<file path="src/rtl/extended_timer_time_scaler_assert.svh">
// Assertion macros for the extended timer time scaler.
// Included by files that check their own sequencing; no other dependencies.
`ifndef EXTENDED_TIMER_TIME_SCALER_ASSERT_SVH
`define EXTENDED_TIMER_TIME_SCALER_ASSERT_SVH

`ifndef SYNTHESIS
// Same-cycle implication, disabled in reset
`define ETS_ASSERT_IMPL(label, clk, rst_n, ante, cons) \
    label: assert property (@(posedge clk) disable iff (!(rst_n)) (ante) |-> (cons)) \
        else $error("assertion failed");
// Next-cycle implication, disabled in reset
`define ETS_ASSERT_NEXT(label, clk, rst_n, ante, cons) \
    label: assert property (@(posedge clk) disable iff (!(rst_n)) (ante) |=> (cons)) \
        else $error("assertion failed");
`else
`define ETS_ASSERT_IMPL(label, clk, rst_n, ante, cons)
`define ETS_ASSERT_NEXT(label, clk, rst_n, ante, cons)
`endif

`endif

</file>
<file path="src/rtl/ets_pkg.sv">
// Shared types and constants for the extended timer time scaler.
// No dependencies; every other file but the assertion header imports this package.
`default_nettype none

package ets_pkg;

    // Field and port widths
    localparam int unsigned OP_W       = 3;
    localparam int unsigned DATA_W     = 32;
    localparam int unsigned CFG_IDX_W  = 3;
    localparam int unsigned CFG_DATA_W = 15;
    localparam int unsigned SHIFT_W    = 3;
    localparam int unsigned MHZ_W      = 8;
    localparam int unsigned FACTOR_W   = 15;
    localparam int unsigned WORD_W     = 16;
    localparam int unsigned PRE_W      = 7;

    // Shared multiplier and divider widths
    localparam int unsigned MUL_A_W = 32;
    localparam int unsigned MUL_B_W = 15;
    localparam int unsigned MUL_P_W = MUL_A_W + MUL_B_W;
    localparam int unsigned PROD_W  = WORD_W + FACTOR_W;
    localparam int unsigned DIV_N_W = 32;
    localparam int unsigned DIV_D_W = 8;
    localparam int unsigned DIV_C_W = $clog2(DIV_N_W);

    // Configuration register indexes
    localparam logic [CFG_IDX_W-1:0] CFG_PRESCALE_SHIFT = 3'd0;
    localparam logic [CFG_IDX_W-1:0] CFG_CPU_FREQ_MHZ   = 3'd1;
    localparam logic [CFG_IDX_W-1:0] CFG_US_FACTOR      = 3'd2;
    localparam logic [CFG_IDX_W-1:0] CFG_MS_FACTOR      = 3'd3;
    localparam logic [CFG_IDX_W-1:0] CFG_S_FACTOR       = 3'd4;

    // Operation codes
    localparam logic [OP_W-1:0] OP_TICK        = 3'd0;
    localparam logic [OP_W-1:0] OP_READ_TICKS  = 3'd1;
    localparam logic [OP_W-1:0] OP_READ_US     = 3'd2;
    localparam logic [OP_W-1:0] OP_READ_MS     = 3'd3;
    localparam logic [OP_W-1:0] OP_READ_S      = 3'd4;
    localparam logic [OP_W-1:0] OP_TICKS_TO_US = 3'd5;
    localparam logic [OP_W-1:0] OP_US_TO_TICKS = 3'd6;

    // Reset values of the configuration registers
    localparam logic [SHIFT_W-1:0]  RST_PRESCALE_SHIFT = 3'd0;
    localparam logic [MHZ_W-1:0]    RST_CPU_FREQ_MHZ   = 8'd16;
    localparam logic [FACTOR_W-1:0] RST_US_FACTOR      = 15'd128;
    localparam logic [FACTOR_W-1:0] RST_MS_FACTOR      = 15'd131;
    localparam logic [FACTOR_W-1:0] RST_S_FACTOR       = 15'd134;

    // Scaling constants
    localparam logic [DATA_W-1:0] ALL_ONES32  = 32'hFFFF_FFFF;
    localparam logic [WORD_W-1:0] MS_LOW_MASK = 16'h001F;
    localparam logic [WORD_W-1:0] S_LOW_MASK  = 16'h7FFF;
    localparam logic [32:0]       US_ROUND    = 33'h0_0000_0400;
    localparam logic [32:0]       MS_ROUND    = 33'h0_0010_0000;
    localparam logic [32:0]       S_ROUND     = 33'h0_4000_0000;

    // Divider request and response
    typedef struct packed {
        logic               start;
        logic [DIV_N_W-1:0] dividend;
        logic [DIV_D_W-1:0] divisor;
    } t_div_req;

    typedef struct packed {
        logic               done;
        logic [DIV_N_W-1:0] quotient;
    } t_div_rsp;

    // The three counter words
    typedef struct packed {
        logic [WORD_W-1:0] tick;
        logic [WORD_W-1:0] ovf;
        logic [WORD_W-1:0] wrap;
    } t_time_words;

endpackage

`default_nettype wire

</file>
<file path="src/rtl/ets_in_if.sv">
// Input channel of the time scaler: valid, ready, operation and operand.
// Depends on ets_pkg for the field widths.
`default_nettype none

interface ets_in_if import ets_pkg::*; ();
    logic              valid;
    logic              ready;
    logic [OP_W-1:0]   operation;
    logic [DATA_W-1:0] operand;

    modport source (output valid, output operation, output operand, input ready);
    modport sink   (input valid, input operation, input operand, output ready);
endinterface

`default_nettype wire

</file>
<file path="src/rtl/ets_out_if.sv">
// Result channel of the time scaler: valid, ready and value.
// Depends on ets_pkg for the field width.
`default_nettype none

interface ets_out_if import ets_pkg::*; ();
    logic              valid;
    logic              ready;
    logic [DATA_W-1:0] value;

    modport source (output valid, output value, input ready);
    modport sink   (input valid, input value, output ready);
endinterface

`default_nettype wire

</file>
<file path="src/rtl/ets_timer.sv">
// Prescaler and 48-bit tick counter kept as three 16-bit words.
// Depends on ets_pkg.
`default_nettype none

module ets_timer import ets_pkg::*; (
    input  logic               i_clk,
    input  logic               i_rst_n,
    input  logic               i_tick,
    input  logic [SHIFT_W-1:0] i_shift,
    output t_time_words        o_words
);

    logic [PRE_W-1:0]  r_pre,  n_pre;
    logic [WORD_W-1:0] r_tick, n_tick;
    logic [WORD_W-1:0] r_ovf,  n_ovf;
    logic [WORD_W-1:0] r_wrap, n_wrap;
    logic [PRE_W:0]    w_span;
    logic [PRE_W-1:0]  w_limit;

    // Prescaler terminal count is 2^shift - 1
    assign w_span  = (PRE_W+1)'(1) << i_shift;
    assign w_limit = w_span[PRE_W-1:0] - PRE_W'(1);

    // Advance prescaler, then the counter words on carry
    always_comb begin
        n_pre  = r_pre;
        n_tick = r_tick;
        n_ovf  = r_ovf;
        n_wrap = r_wrap;
        if (i_tick) begin
            if (r_pre >= w_limit) begin
                n_pre  = '0;
                n_tick = r_tick + WORD_W'(1);
                if (r_tick == '1) begin
                    n_ovf = r_ovf + WORD_W'(1);
                    if (r_ovf == '1) begin
                        n_wrap = r_wrap + WORD_W'(1);
                    end
                end
            end else begin
                n_pre = r_pre + PRE_W'(1);
            end
        end
    end

    always_ff @(posedge i_clk) begin
        if (!i_rst_n) begin
            r_pre  <= '0;
            r_tick <= '0;
            r_ovf  <= '0;
            r_wrap <= '0;
        end else begin
            r_pre  <= n_pre;
            r_tick <= n_tick;
            r_ovf  <= n_ovf;
            r_wrap <= n_wrap;
        end
    end

    assign o_words.tick = r_tick;
    assign o_words.ovf  = r_ovf;
    assign o_words.wrap = r_wrap;

endmodule

`default_nettype wire

</file>
<file path="src/rtl/ets_mul.sv">
// Shared registered multiplier, 32 by 15 bits, for time reads and scaling.
// Depends on ets_pkg.
`default_nettype none

module ets_mul import ets_pkg::*; (
    input  logic               i_clk,
    input  logic [MUL_A_W-1:0] i_a,
    input  logic [MUL_B_W-1:0] i_b,
    output logic [MUL_P_W-1:0] o_p
);

    logic [MUL_P_W-1:0] r_p;

    // Register the product every cycle
    always_ff @(posedge i_clk) begin
        r_p <= MUL_P_W'(i_a) * MUL_P_W'(i_b);
    end

    assign o_p = r_p;

endmodule

`default_nettype wire

</file>
<file path="src/rtl/ets_div.sv">
// Restoring divider, 32-bit dividend by 8-bit divisor, one quotient bit a cycle.
// Depends on ets_pkg for the request and response structs.
`default_nettype none

module ets_div import ets_pkg::*; (
    input  logic     i_clk,
    input  logic     i_rst_n,
    input  t_div_req i_req,
    output t_div_rsp o_rsp
);

    localparam logic [DIV_C_W-1:0] LAST_STEP = DIV_C_W'(DIV_N_W - 1);

    logic [DIV_N_W-1:0] r_quo,  n_quo;
    logic [DIV_D_W-1:0] r_rem,  n_rem;
    logic [DIV_D_W-1:0] r_den,  n_den;
    logic [DIV_C_W-1:0] r_cnt,  n_cnt;
    logic               r_busy, n_busy;
    logic               r_done, n_done;
    logic [DIV_D_W:0]   w_trial;
    logic [DIV_D_W:0]   w_diff;

    // Trial subtract of the divisor from the shifted partial remainder
    assign w_trial = {r_rem, r_quo[DIV_N_W-1]};
    assign w_diff  = w_trial - {1'b0, r_den};

    always_comb begin
        n_quo  = r_quo;
        n_rem  = r_rem;
        n_den  = r_den;
        n_cnt  = r_cnt;
        n_busy = r_busy;
        n_done = 1'b0;
        if (i_req.start) begin
            n_quo  = i_req.dividend;
            n_rem  = '0;
            n_den  = i_req.divisor;
            n_cnt  = '0;
            n_busy = 1'b1;
        end else if (r_busy) begin
            // Keep the difference when no borrow, else restore
            if (!w_diff[DIV_D_W]) begin
                n_rem = w_diff[DIV_D_W-1:0];
                n_quo = {r_quo[DIV_N_W-2:0], 1'b1};
            end else begin
                n_rem = w_trial[DIV_D_W-1:0];
                n_quo = {r_quo[DIV_N_W-2:0], 1'b0};
            end
            n_cnt = r_cnt + DIV_C_W'(1);
            if (r_cnt == LAST_STEP) begin
                n_busy = 1'b0;
                n_done = 1'b1;
            end
        end
    end

    always_ff @(posedge i_clk) begin
        if (!i_rst_n) begin
            r_cnt  <= '0;
            r_busy <= 1'b0;
            r_done <= 1'b0;
        end else begin
            r_cnt  <= n_cnt;
            r_busy <= n_busy;
            r_done <= n_done;
        end
    end

    always_ff @(posedge i_clk) begin
        r_quo <= n_quo;
        r_rem <= n_rem;
        r_den <= n_den;
    end

    assign o_rsp.done     = r_done;
    assign o_rsp.quotient = r_quo;

endmodule

`default_nettype wire

</file>
<file path="src/rtl/extended_timer_time_scaler.sv">
// Top level of the extended timer time scaler: sequencer, configuration,
// output register. Depends on ets_pkg, ets_in_if, ets_out_if, ets_timer,
// ets_mul, ets_div and extended_timer_time_scaler_assert.svh.
//
//   channel   direction  handshake          payload
//   i_in      sink       valid / ready      operation[2:0], operand[31:0]
//   o_out     source     valid / ready      value[31:0]
//   i_cfg_*   write      i_cfg_we           i_cfg_index[2:0], i_cfg_data[14:0]
//
// Time reads make three passes through the shared multiplier; ticks to us
// uses the 32-step divider, and us to ticks the divider plus one multiplier
// pass. Reset is synchronous; counters clear, registers load their defaults.
// One finished result waits in the output register; while it is not taken a
// further result holds in the done state and input ready stays low.
`default_nettype none

`include "extended_timer_time_scaler_assert.svh"

module extended_timer_time_scaler import ets_pkg::*; (
    input  logic                  i_clk,
    input  logic                  i_rst_n,
    input  logic                  i_cfg_we,
    input  logic [CFG_IDX_W-1:0]  i_cfg_index,
    input  logic [CFG_DATA_W-1:0] i_cfg_data,
    ets_in_if.sink                i_in,
    ets_out_if.source             o_out
);

    typedef enum logic [4:0] {
        S_IDLE = 5'b00001,
        S_READ = 5'b00010,
        S_DIV  = 5'b00100,
        S_MULX = 5'b01000,
        S_DONE = 5'b10000
    } t_state;

    t_state              r_state, n_state;
    logic [OP_W-1:0]     r_op,    n_op;
    logic [DATA_W-1:0]   r_x,     n_x;
    logic [1:0]          r_step,  n_step;
    logic [PROD_W-1:0]   r_pl,    n_pl;
    logic [PROD_W-1:0]   r_pm,    n_pm;
    logic [DATA_W-1:0]   r_res,   n_res;
    logic                r_out_valid, n_out_valid;
    logic [DATA_W-1:0]   r_out_value, n_out_value;

    logic [SHIFT_W-1:0]  r_shift;
    logic [MHZ_W-1:0]    r_mhz;
    logic [FACTOR_W-1:0] r_us_factor;
    logic [FACTOR_W-1:0] r_ms_factor;
    logic [FACTOR_W-1:0] r_s_factor;

    logic                w_in_acc;
    logic                w_tick;
    logic                w_mhz_zero;
    t_time_words         w_words;
    t_div_req            w_div_req;
    t_div_rsp            w_div_rsp;
    logic [MUL_A_W-1:0]  w_mul_a;
    logic [MUL_B_W-1:0]  w_mul_b;
    logic [MUL_P_W-1:0]  w_mul_p;
    logic [WORD_W-1:0]   w_word;
    logic [FACTOR_W-1:0] w_factor;
    logic [DATA_W-1:0]   w_max_ticks;
    logic [DATA_W-1:0]   w_x5;
    logic [DATA_W-1:0]   w_num;
    logic [PROD_W-1:0]   w_ph;
    logic [32:0]         w_round;
    logic [WORD_W-1:0]   w_mask;
    logic [32:0]         w_low;
    logic [WORD_W-1:0]   w_read;
    logic [DATA_W-1:0]   w_scaled;

    assign i_in.ready  = (r_state == S_IDLE);
    assign w_in_acc    = i_in.valid && i_in.ready;
    assign w_tick      = w_in_acc && (i_in.operation == OP_TICK);
    assign w_mhz_zero  = (r_mhz == '0);

    // Configuration writes
    always_ff @(posedge i_clk) begin
        if (!i_rst_n) begin
            r_shift     <= RST_PRESCALE_SHIFT;
            r_mhz       <= RST_CPU_FREQ_MHZ;
            r_us_factor <= RST_US_FACTOR;
            r_ms_factor <= RST_MS_FACTOR;
            r_s_factor  <= RST_S_FACTOR;
        end else if (i_cfg_we) begin
            case (i_cfg_index)
                CFG_PRESCALE_SHIFT: r_shift     <= i_cfg_data[SHIFT_W-1:0];
                CFG_CPU_FREQ_MHZ:   r_mhz       <= i_cfg_data[MHZ_W-1:0];
                CFG_US_FACTOR:      r_us_factor <= i_cfg_data[FACTOR_W-1:0];
                CFG_MS_FACTOR:      r_ms_factor <= i_cfg_data[FACTOR_W-1:0];
                CFG_S_FACTOR:       r_s_factor  <= i_cfg_data[FACTOR_W-1:0];
                default: begin
                end
            endcase
        end
    end

    ets_timer u_timer (
        .i_clk   (i_clk),
        .i_rst_n (i_rst_n),
        .i_tick  (w_tick),
        .i_shift (r_shift),
        .o_words (w_words)
    );

    ets_mul u_mul (
        .i_clk (i_clk),
        .i_a   (w_mul_a),
        .i_b   (w_mul_b),
        .o_p   (w_mul_p)
    );

    ets_div u_div (
        .i_clk   (i_clk),
        .i_rst_n (i_rst_n),
        .i_req   (w_div_req),
        .o_rsp   (w_div_rsp)
    );

    // Select the counter word and factor for the multiplier
    always_comb begin
        case (r_step)
            2'd0:    w_word = w_words.tick;
            2'd1:    w_word = w_words.ovf;
            default: w_word = w_words.wrap;
        endcase
        case (r_op)
            OP_READ_US: w_factor = r_us_factor;
            OP_READ_MS: w_factor = r_ms_factor;
            default:    w_factor = r_s_factor;
        endcase
        if (r_state == S_MULX) begin
            w_mul_a = r_x;
            w_mul_b = MUL_B_W'(r_mhz);
        end else begin
            w_mul_a = MUL_A_W'(w_word);
            w_mul_b = w_factor;
        end
    end

    // Saturate ticks and scale by the prescaler for ticks to us
    assign w_max_ticks = ALL_ONES32 >> r_shift;
    assign w_x5        = (i_in.operand > w_max_ticks) ? w_max_ticks : i_in.operand;
    assign w_num       = w_x5 << r_shift;

    // Start the divider for both conversions unless the MHz register is zero
    always_comb begin
        w_div_req.start    = w_in_acc && !w_mhz_zero &&
                             ((i_in.operation == OP_TICKS_TO_US) ||
                              (i_in.operation == OP_US_TO_TICKS));
        w_div_req.dividend = (i_in.operation == OP_TICKS_TO_US) ? w_num : ALL_ONES32;
        w_div_req.divisor  = r_mhz;
    end

    // Combine the three partial products into a 16-bit time reading
    assign w_ph = w_mul_p[PROD_W-1:0];
    always_comb begin
        case (r_op)
            OP_READ_US: begin
                w_round = US_ROUND;
                w_mask  = '0;
            end
            OP_READ_MS: begin
                w_round = MS_ROUND;
                w_mask  = MS_LOW_MASK;
            end
            default: begin
                w_round = S_ROUND;
                w_mask  = S_LOW_MASK;
            end
        endcase
        w_low = {2'b00, r_pl} + w_round + {1'b0, r_pm[WORD_W-1:0] & w_mask, 16'h0000};
        case (r_op)
            OP_READ_US: w_read = w_low[26:11] + {r_pm[10:0], 5'b00000};
            OP_READ_MS: w_read = {4'h0, w_low[32:21]} + r_pm[20:5] + {w_ph[4:0], 11'h000};
            default:    w_read = {14'h0000, w_low[32:31]} + r_pm[30:15] + {w_ph[14:0], 1'b0};
        endcase
    end

    assign w_scaled = w_mul_p[DATA_W-1:0] >> r_shift;

    // Sequencer
    always_comb begin
        n_state     = r_state;
        n_op        = r_op;
        n_x         = r_x;
        n_step      = r_step;
        n_pl        = r_pl;
        n_pm        = r_pm;
        n_res       = r_res;
        n_out_valid = r_out_valid && !o_out.ready;
        n_out_value = r_out_value;
        case (r_state)
            S_IDLE: begin
                if (w_in_acc) begin
                    n_op   = i_in.operation;
                    n_x    = i_in.operand;
                    n_step = '0;
                    case (i_in.operation)
                        OP_READ_TICKS: begin
                            n_res   = {w_words.ovf, w_words.tick};
                            n_state = S_DONE;
                        end
                        OP_READ_US, OP_READ_MS, OP_READ_S: begin
                            n_state = S_READ;
                        end
                        OP_TICKS_TO_US: begin
                            if (w_mhz_zero) begin
                                n_res   = ALL_ONES32;
                                n_state = S_DONE;
                            end else begin
                                n_state = S_DIV;
                            end
                        end
                        OP_US_TO_TICKS: begin
                            if (w_mhz_zero) begin
                                n_res   = '0;
                                n_state = S_DONE;
                            end else begin
                                n_state = S_DIV;
                            end
                        end
                        default: begin
                        end
                    endcase
                end
            end
            S_READ: begin
                // Issue one word a cycle, capture each product in the cycle after its word
                n_step = r_step + 2'd1;
                case (r_step)
                    2'd1: n_pl = w_mul_p[PROD_W-1:0];
                    2'd2: n_pm = w_mul_p[PROD_W-1:0];
                    2'd3: begin
                        n_res   = DATA_W'(w_read);
                        n_state = S_DONE;
                    end
                    default: begin
                    end
                endcase
            end
            S_DIV: begin
                if (w_div_rsp.done) begin
                    if (r_op == OP_TICKS_TO_US) begin
                        n_res   = w_div_rsp.quotient;
                        n_state = S_DONE;
                    end else begin
                        // Clamp microseconds to all-ones over MHz
                        if (r_x > w_div_rsp.quotient) begin
                            n_x = w_div_rsp.quotient;
                        end
                        n_step  = '0;
                        n_state = S_MULX;
                    end
                end
            end
            S_MULX: begin
                n_step = r_step + 2'd1;
                if (r_step != '0) begin
                    n_res   = w_scaled;
                    n_state = S_DONE;
                end
            end
            S_DONE: begin
                // Hand over once the output register is free
                if (!r_out_valid || o_out.ready) begin
                    n_out_valid = 1'b1;
                    n_out_value = r_res;
                    n_state     = S_IDLE;
                end
            end
            default: begin
                n_state = S_IDLE;
            end
        endcase
    end

    always_ff @(posedge i_clk) begin
        if (!i_rst_n) begin
            r_state     <= S_IDLE;
            r_step      <= '0;
            r_out_valid <= 1'b0;
        end else begin
            r_state     <= n_state;
            r_step      <= n_step;
            r_out_valid <= n_out_valid;
        end
    end

    always_ff @(posedge i_clk) begin
        r_op        <= n_op;
        r_x         <= n_x;
        r_pl        <= n_pl;
        r_pm        <= n_pm;
        r_res       <= n_res;
        r_out_value <= n_out_value;
    end

    assign o_out.valid = r_out_valid;
    assign o_out.value = r_out_value;

    // Divider finishes only while the sequencer waits for it
    `ETS_ASSERT_IMPL(a_div_done_in_div, i_clk, i_rst_n, w_div_rsp.done, r_state == S_DIV)
    // A bus-clock tick never leaves the idle state
    `ETS_ASSERT_NEXT(a_tick_stays_idle, i_clk, i_rst_n, w_tick, r_state == S_IDLE)
    // A new result enters the output register only from the done state
    `ETS_ASSERT_IMPL(a_out_from_done, i_clk, i_rst_n, $rose(r_out_valid), $past(r_state) == S_DONE)

endmodule

`default_nettype wire
</file>
<file path="src/flat_wrapper.sv">
// flat-port wrapper written by rule: the top's interface ports become plain ports
module extended_timer_time_scaler_flat import ets_pkg::*;
  (i_clk, i_rst_n, i_cfg_we, i_cfg_index, i_cfg_data, i_in_valid, i_in_operation, i_in_operand, i_in_ready, o_out_valid, o_out_value, o_out_ready);
  ets_in_if i_in_i ();
  ets_out_if o_out_i ();
  input  logic i_clk;
  input  logic i_rst_n;
  input  logic i_cfg_we;
  input  logic [CFG_IDX_W-1:0] i_cfg_index;
  input  logic [CFG_DATA_W-1:0] i_cfg_data;
  input wire logic [$bits(i_in_i.valid)-1:0] i_in_valid;
  input wire logic [$bits(i_in_i.operation)-1:0] i_in_operation;
  input wire logic [$bits(i_in_i.operand)-1:0] i_in_operand;
  output wire logic [$bits(i_in_i.ready)-1:0] i_in_ready;
  output wire logic [$bits(o_out_i.valid)-1:0] o_out_valid;
  output wire logic [$bits(o_out_i.value)-1:0] o_out_value;
  input wire logic [$bits(o_out_i.ready)-1:0] o_out_ready;
  assign i_in_i.valid = i_in_valid;
  assign i_in_i.operation = i_in_operation;
  assign i_in_i.operand = i_in_operand;
  assign i_in_ready = i_in_i.ready;
  assign o_out_valid = o_out_i.valid;
  assign o_out_value = o_out_i.value;
  assign o_out_i.ready = o_out_ready;
  extended_timer_time_scaler u_core (.i_clk(i_clk), .i_rst_n(i_rst_n), .i_cfg_we(i_cfg_we), .i_cfg_index(i_cfg_index), .i_cfg_data(i_cfg_data), .i_in(i_in_i), .o_out(o_out_i));
endmodule
</file>
<file path="config.mk">
export PLATFORM = sky130hd
export DESIGN_NAME = extended_timer_time_scaler_flat
export DESIGN_NICKNAME = d
export VERILOG_FILES = /design/src/rtl/ets_pkg.sv /design/src/rtl/ets_in_if.sv /design/src/rtl/ets_out_if.sv /design/src/rtl/ets_timer.sv /design/src/rtl/ets_mul.sv /design/src/rtl/ets_div.sv /design/src/rtl/extended_timer_time_scaler.sv /design/src/flat_wrapper.sv
export VERILOG_INCLUDE_DIRS = /design/src /design/src/rtl
export SDC_FILE = /design/constraint.sdc
export NUM_CORES = 2
export LEC_CHECK = 0
export ABC_AREA = 0
export ABC_CLOCK_PERIOD_IN_PS = 9890
export BUFFER_PORTS_ARGS = -buffer_cell sky130_fd_sc_hd__buf_2
export CELL_PAD_IN_SITES_DETAIL_PLACEMENT = 1
export CELL_PAD_IN_SITES_GLOBAL_PLACEMENT = 2
export CORE_ASPECT_RATIO = 0.6
export CORE_MARGIN = 2
export CORE_UTILIZATION = 30
export DETAILED_ROUTE_END_ITERATION = 8
export HOLD_SLACK_MARGIN = 0.1
export PLACE_DENSITY = 0.61
export SETUP_SLACK_MARGIN = 0.4
export SLEW_MARGIN = 20
export SYNTH_ARGS = -nofsm -noshare
export SYNTH_HDL_FRONTEND = slang
export SYNTH_SLANG_ARGS = --single-unit
</file>
<file path="constraint.sdc">
create_clock -name i_clk -period 9.89 [get_ports i_clk]
set_input_delay 1.978 -clock i_clk [delete_from_list [all_inputs] [get_ports i_clk]]
set_output_delay 1.978 -clock i_clk [all_outputs]
set_load 0.005 [all_outputs]
</file>
==> impl_metrics.tcl <==
set metrics [dict create \
    status "finished, final reports clean" \
    slew_viol_final 0 \
    fin_tns_setup_ps 0 \
    drv_cap 0 \
    critPathSlowestCell "mux2i_2" \
    drt-wirelength-per-cell_um 25.66 \
    utilization_pct 33.91 \
    rsz0062_at_grt "no" \
    min_period_ps 8844 \
    synth_edf_count 191 \
    htreeDepth 2 \
    grt_pass1_wl_um 191400 \
    seqCellArea_um2 9065 \
    synth_cell_type_count 78 \
    cts_buffer_depth 3 \
    die_h_um 257.1 \
    required_ps 10360 \
    cp_max_fo 33 \
    clk_latency_ps 610 \
    r2r_slack_ps 1050 \
    hold_viol_final 0 \
    cts_resized 0 \
    cts_made_buffers 41 \
    first_iter_violations 2139 \
    hp-class "reg -> reg" \
    setup.worst_path.class "reg -> reg" \
    ant_nets 0 \
    grt_max_degree 65 \
    irDropWorstVdd_uv 108.8 \
    async_flop_share_pct 0 \
    syn_inst 3563 \
    syn_area_um2 32020 \
    path_clk_slew_ps 60 \
    yosysWarnings 0 \
    clock-root-buffer "clkbuf_16" \
    synth_top_cell_by_area "fa_1" \
    first_pass_iters 5 \
    setup_viol 0 \
    drc_errors 0 \
    wirelength_um 130400 \
    vias 26330 \
    final_net_count 4189 \
    p_leak_uw 0.01529 \
    max_stage_delay_ps 870 \
    crit_path_start_kind "register" \
    rows 92 \
    area.growth.synth_to_final_pct 11.64 \
    fmax_mhz 113.1 \
    p_per_area_nw_per_um2 157.4 \
    first_global_vias 26440 \
    synth_area_per_cell_um2 8.988 \
    crit_path_frequent_cell "fa_1" \
    finClkSkew_ps 44.91 \
    tightest_slew_ps 1080 \
    vias_per_cell 5.182 \
    critPathArrivalTime_ps 9310 \
    cts_hold_buf 0 \
    relSlewSlack_pct 27.77 \
    cts_setup_buffers 0 \
    dieArea_um2 109500 \
    core_um2 105400 \
    portBuffers 91 \
    synth_seq_cells 357 \
    start_util_pct 30.37 \
    cts_sinks 357 \
    fillers 12340 \
    end_kind "register" \
    yosysTopAreaCellShare_pct 18.69 \
    cts_tree "yes" \
    grt_use_total_pct 23.88 \
    gp_congestion 0.8527 \
    antenna_found_initial 9 \
    cp_cell_sequence "nor3_1 > nand3b_1 > buf_4 > mux2i_2 > nor2_1 > fa_1 > inv_1 > fa_1 > inv_1 > fa_1 > fa_1 > fa_1 > inv_1 > fa_1 > inv_1 > ha_1 > a21oi_1 > o21ai_0 > a2111oi_0 > nor2_1 > a211o_1 > o311a_1 > a31oi_1 > xnor2_1" \
    synth_area_leaders "fa_1 (19%), edfxtp_1 (18%), dfxtp_1 (10%)" \
    finalCritPeriodShare_pct 89.42 \
    synth_seq_area_share_pct 28.29 \
    io_pins 92 \
    synthFlopType "edfxtp_1" \
    layout-drive-gt1-share_pct 8.531 \
    hpwl_um 104400 \
    power_uw 5626 \
    overflow 0 \
    die_width_um 425.8 \
    multi_input_area_um2 21010 \
]
[final timing paths]
| kind | from | endpoint | cells past startpoint |
|---|---|---|---|
| worst min-delay path | u_core.r_res[6] | u_core.o_out.value[6] | 0 |
| worst max-delay path | u_core.r_state[0] | u_core.u_mul.o_p[31] | 24 |
| worst max register to register | u_core.r_state[0] | u_core.u_mul.o_p[31] | 24 |
| worst min register to register | u_core.r_res[6] | u_core.o_out.value[6] | 0 |
[layout by cell type (no fill, tap or decap), types with 18 or more instances in the layout]
cell	Yosys	final
or3_1	25	25
nand3_1	73	72
a221oi_1	18	18
and3_1	82	82
xor2_1	39	39
nor4_1	28	28
a21o_1	33	33
dfxtp_1	166	163
mux2_2	23	23
buf_2	1	91
conb_1	2	28
clkbuf_16	0	42
mux2i_1	100	98
edfxtp_1	191	191
nand2b_1	56	56
nor2_1	320	319
fa_1	299	299
ha_1	196	196
o21ai_0	147	144
and2_1	38	38
nor2b_1	41	39
a211oi_1	31	30
nand4_1	31	31
o21a_1	26	26
nand2_1	429	429
a31oi_1	21	21
nor3_1	39	39
xnor2_1	101	101
inv_1	392	390
buf_4	0	75
a21oi_1	247	245
[sequential cells by signal (all words and copies together), names as in the netlist, 5 cells and up]
signal and count:
u_core.u_mul.o_p 32, u_core.o_out.value 32, u_core.r_pl 21, u_core.u_div.r_rem 8
u_core.r_mhz 8, u_core.r_x 32, u_core.r_s_factor 15, u_core.r_ms_factor 15
u_core.r_us_factor 15, u_core.u_div.r_den 8, u_core.u_timer.r_tick 16, u_core.r_state 5
u_core.u_timer.r_wrap 16, u_core.u_timer.r_ovf 16, u_core.u_timer.r_pre 7, u_core.u_div.r_cnt 5
u_core.r_res 32, u_core.r_pm 31, u_core.u_div.r_quo 32
[through the flow]
step | area (um^2) | hold WS, ps | cells | worst slack (ps)
2_1_floorplan | 32120 | 400.3 | 3589 | 2558
3_3_place_gp | 34330 | 402.8 | 5002 | 1059
6_report | 35750 | 419.6 | 5081 | 1046
4_1_cts | 35730 | 420.9 | 5078 | 1075
3_5_place_dp | 34330 | 406.3 | 5002 | 1161
5_1_grt | 35750 | 425.3 | 5079 | 408.3
[routing by layer]
layer | wire length (um) | GRT usage [%] | vias to the layer above
li1 | - | - | 12210
met1 | 70470 | 39.59 | 13260
met2 | 47130 | 30.05 | 769
met3 | 10980 | 6.442 | 92
met4 | 1782 | 3.367 | 2
met5 | 12 | 0 | -
[cell usage after synthesis, drive strengths merged (6+ instances only)]
| cell | number |
|---|---|
| a2111oi | 6 |
| a211oi | 31 |
| a21o | 33 |
| a21oi | 247 |
| a221oi | 18 |
| a22o | 12 |
| a22oi | 16 |
| a31oi | 21 |
| and2 | 38 |
| and3 | 82 |
| buf | 18 |
| clkbuf | 145 |
| dfxtp | 166 |
| edfxtp | 191 |
| fa | 299 |
| ha | 196 |
| inv | 393 |
| mux2 | 23 |
| mux2i | 100 |
| mux4 | 7 |
| nand2 | 429 |
| nand2b | 56 |
| nand3 | 73 |
| nand3b | 7 |
| nand4 | 32 |
| nor2 | 320 |
| nor2b | 41 |
| nor3 | 40 |
| nor4 | 28 |
| o211ai | 10 |
| o21a | 26 |
| o21ai | 160 |
| o21bai | 12 |
| o221ai | 8 |
| o31ai | 12 |
| or2 | 18 |
| or3 | 25 |
| xnor2 | 101 |
| xor2 | 39 |
[critical path: cells and delay by family (launching register included)]
kind | cells | cell delay (ps)
compound gates | 6 | 1600
xor+xnor | 1 | 90
fa+ha+maj | 7 | 3540
buf+inv | 5 | 760
flops | 1 | 370
mux | 1 | 870
simple gates | 4 | 1400
[power breakdown]
part	switching (uW)	total, uW	internal [uW]
Combinational	1150	1800	655
Sequential	330	2200	1870
Clock	728	1630	898
[cell type report]
type                       instances  share of cell area (%)
multi-input combinational       2675                   58.76
clock inverter                    25                  0.7840
inverter                         394                   4.140
antenna                            2                 0.01400
clock buffer                      51                   3.118
tap                             1410                   4.935
timing repair buffer             167                   2.891
sequential                       357                   25.36
[cell families after synthesis]
kind of cell | count (synthesis) | synth area share (%)
mux | 130 | 4.427
buf+inv | 557 | 6.556
fa+ha+maj | 495 | 26.35
flops | 357 | 28.29
xor+xnor | 140 | 3.829
simple gates | 1217 | 17.79
compound gates | 665 | 12.74
other cells | 2 | 0.02345
Note: power is estimated with default switching activity, not from simulation.
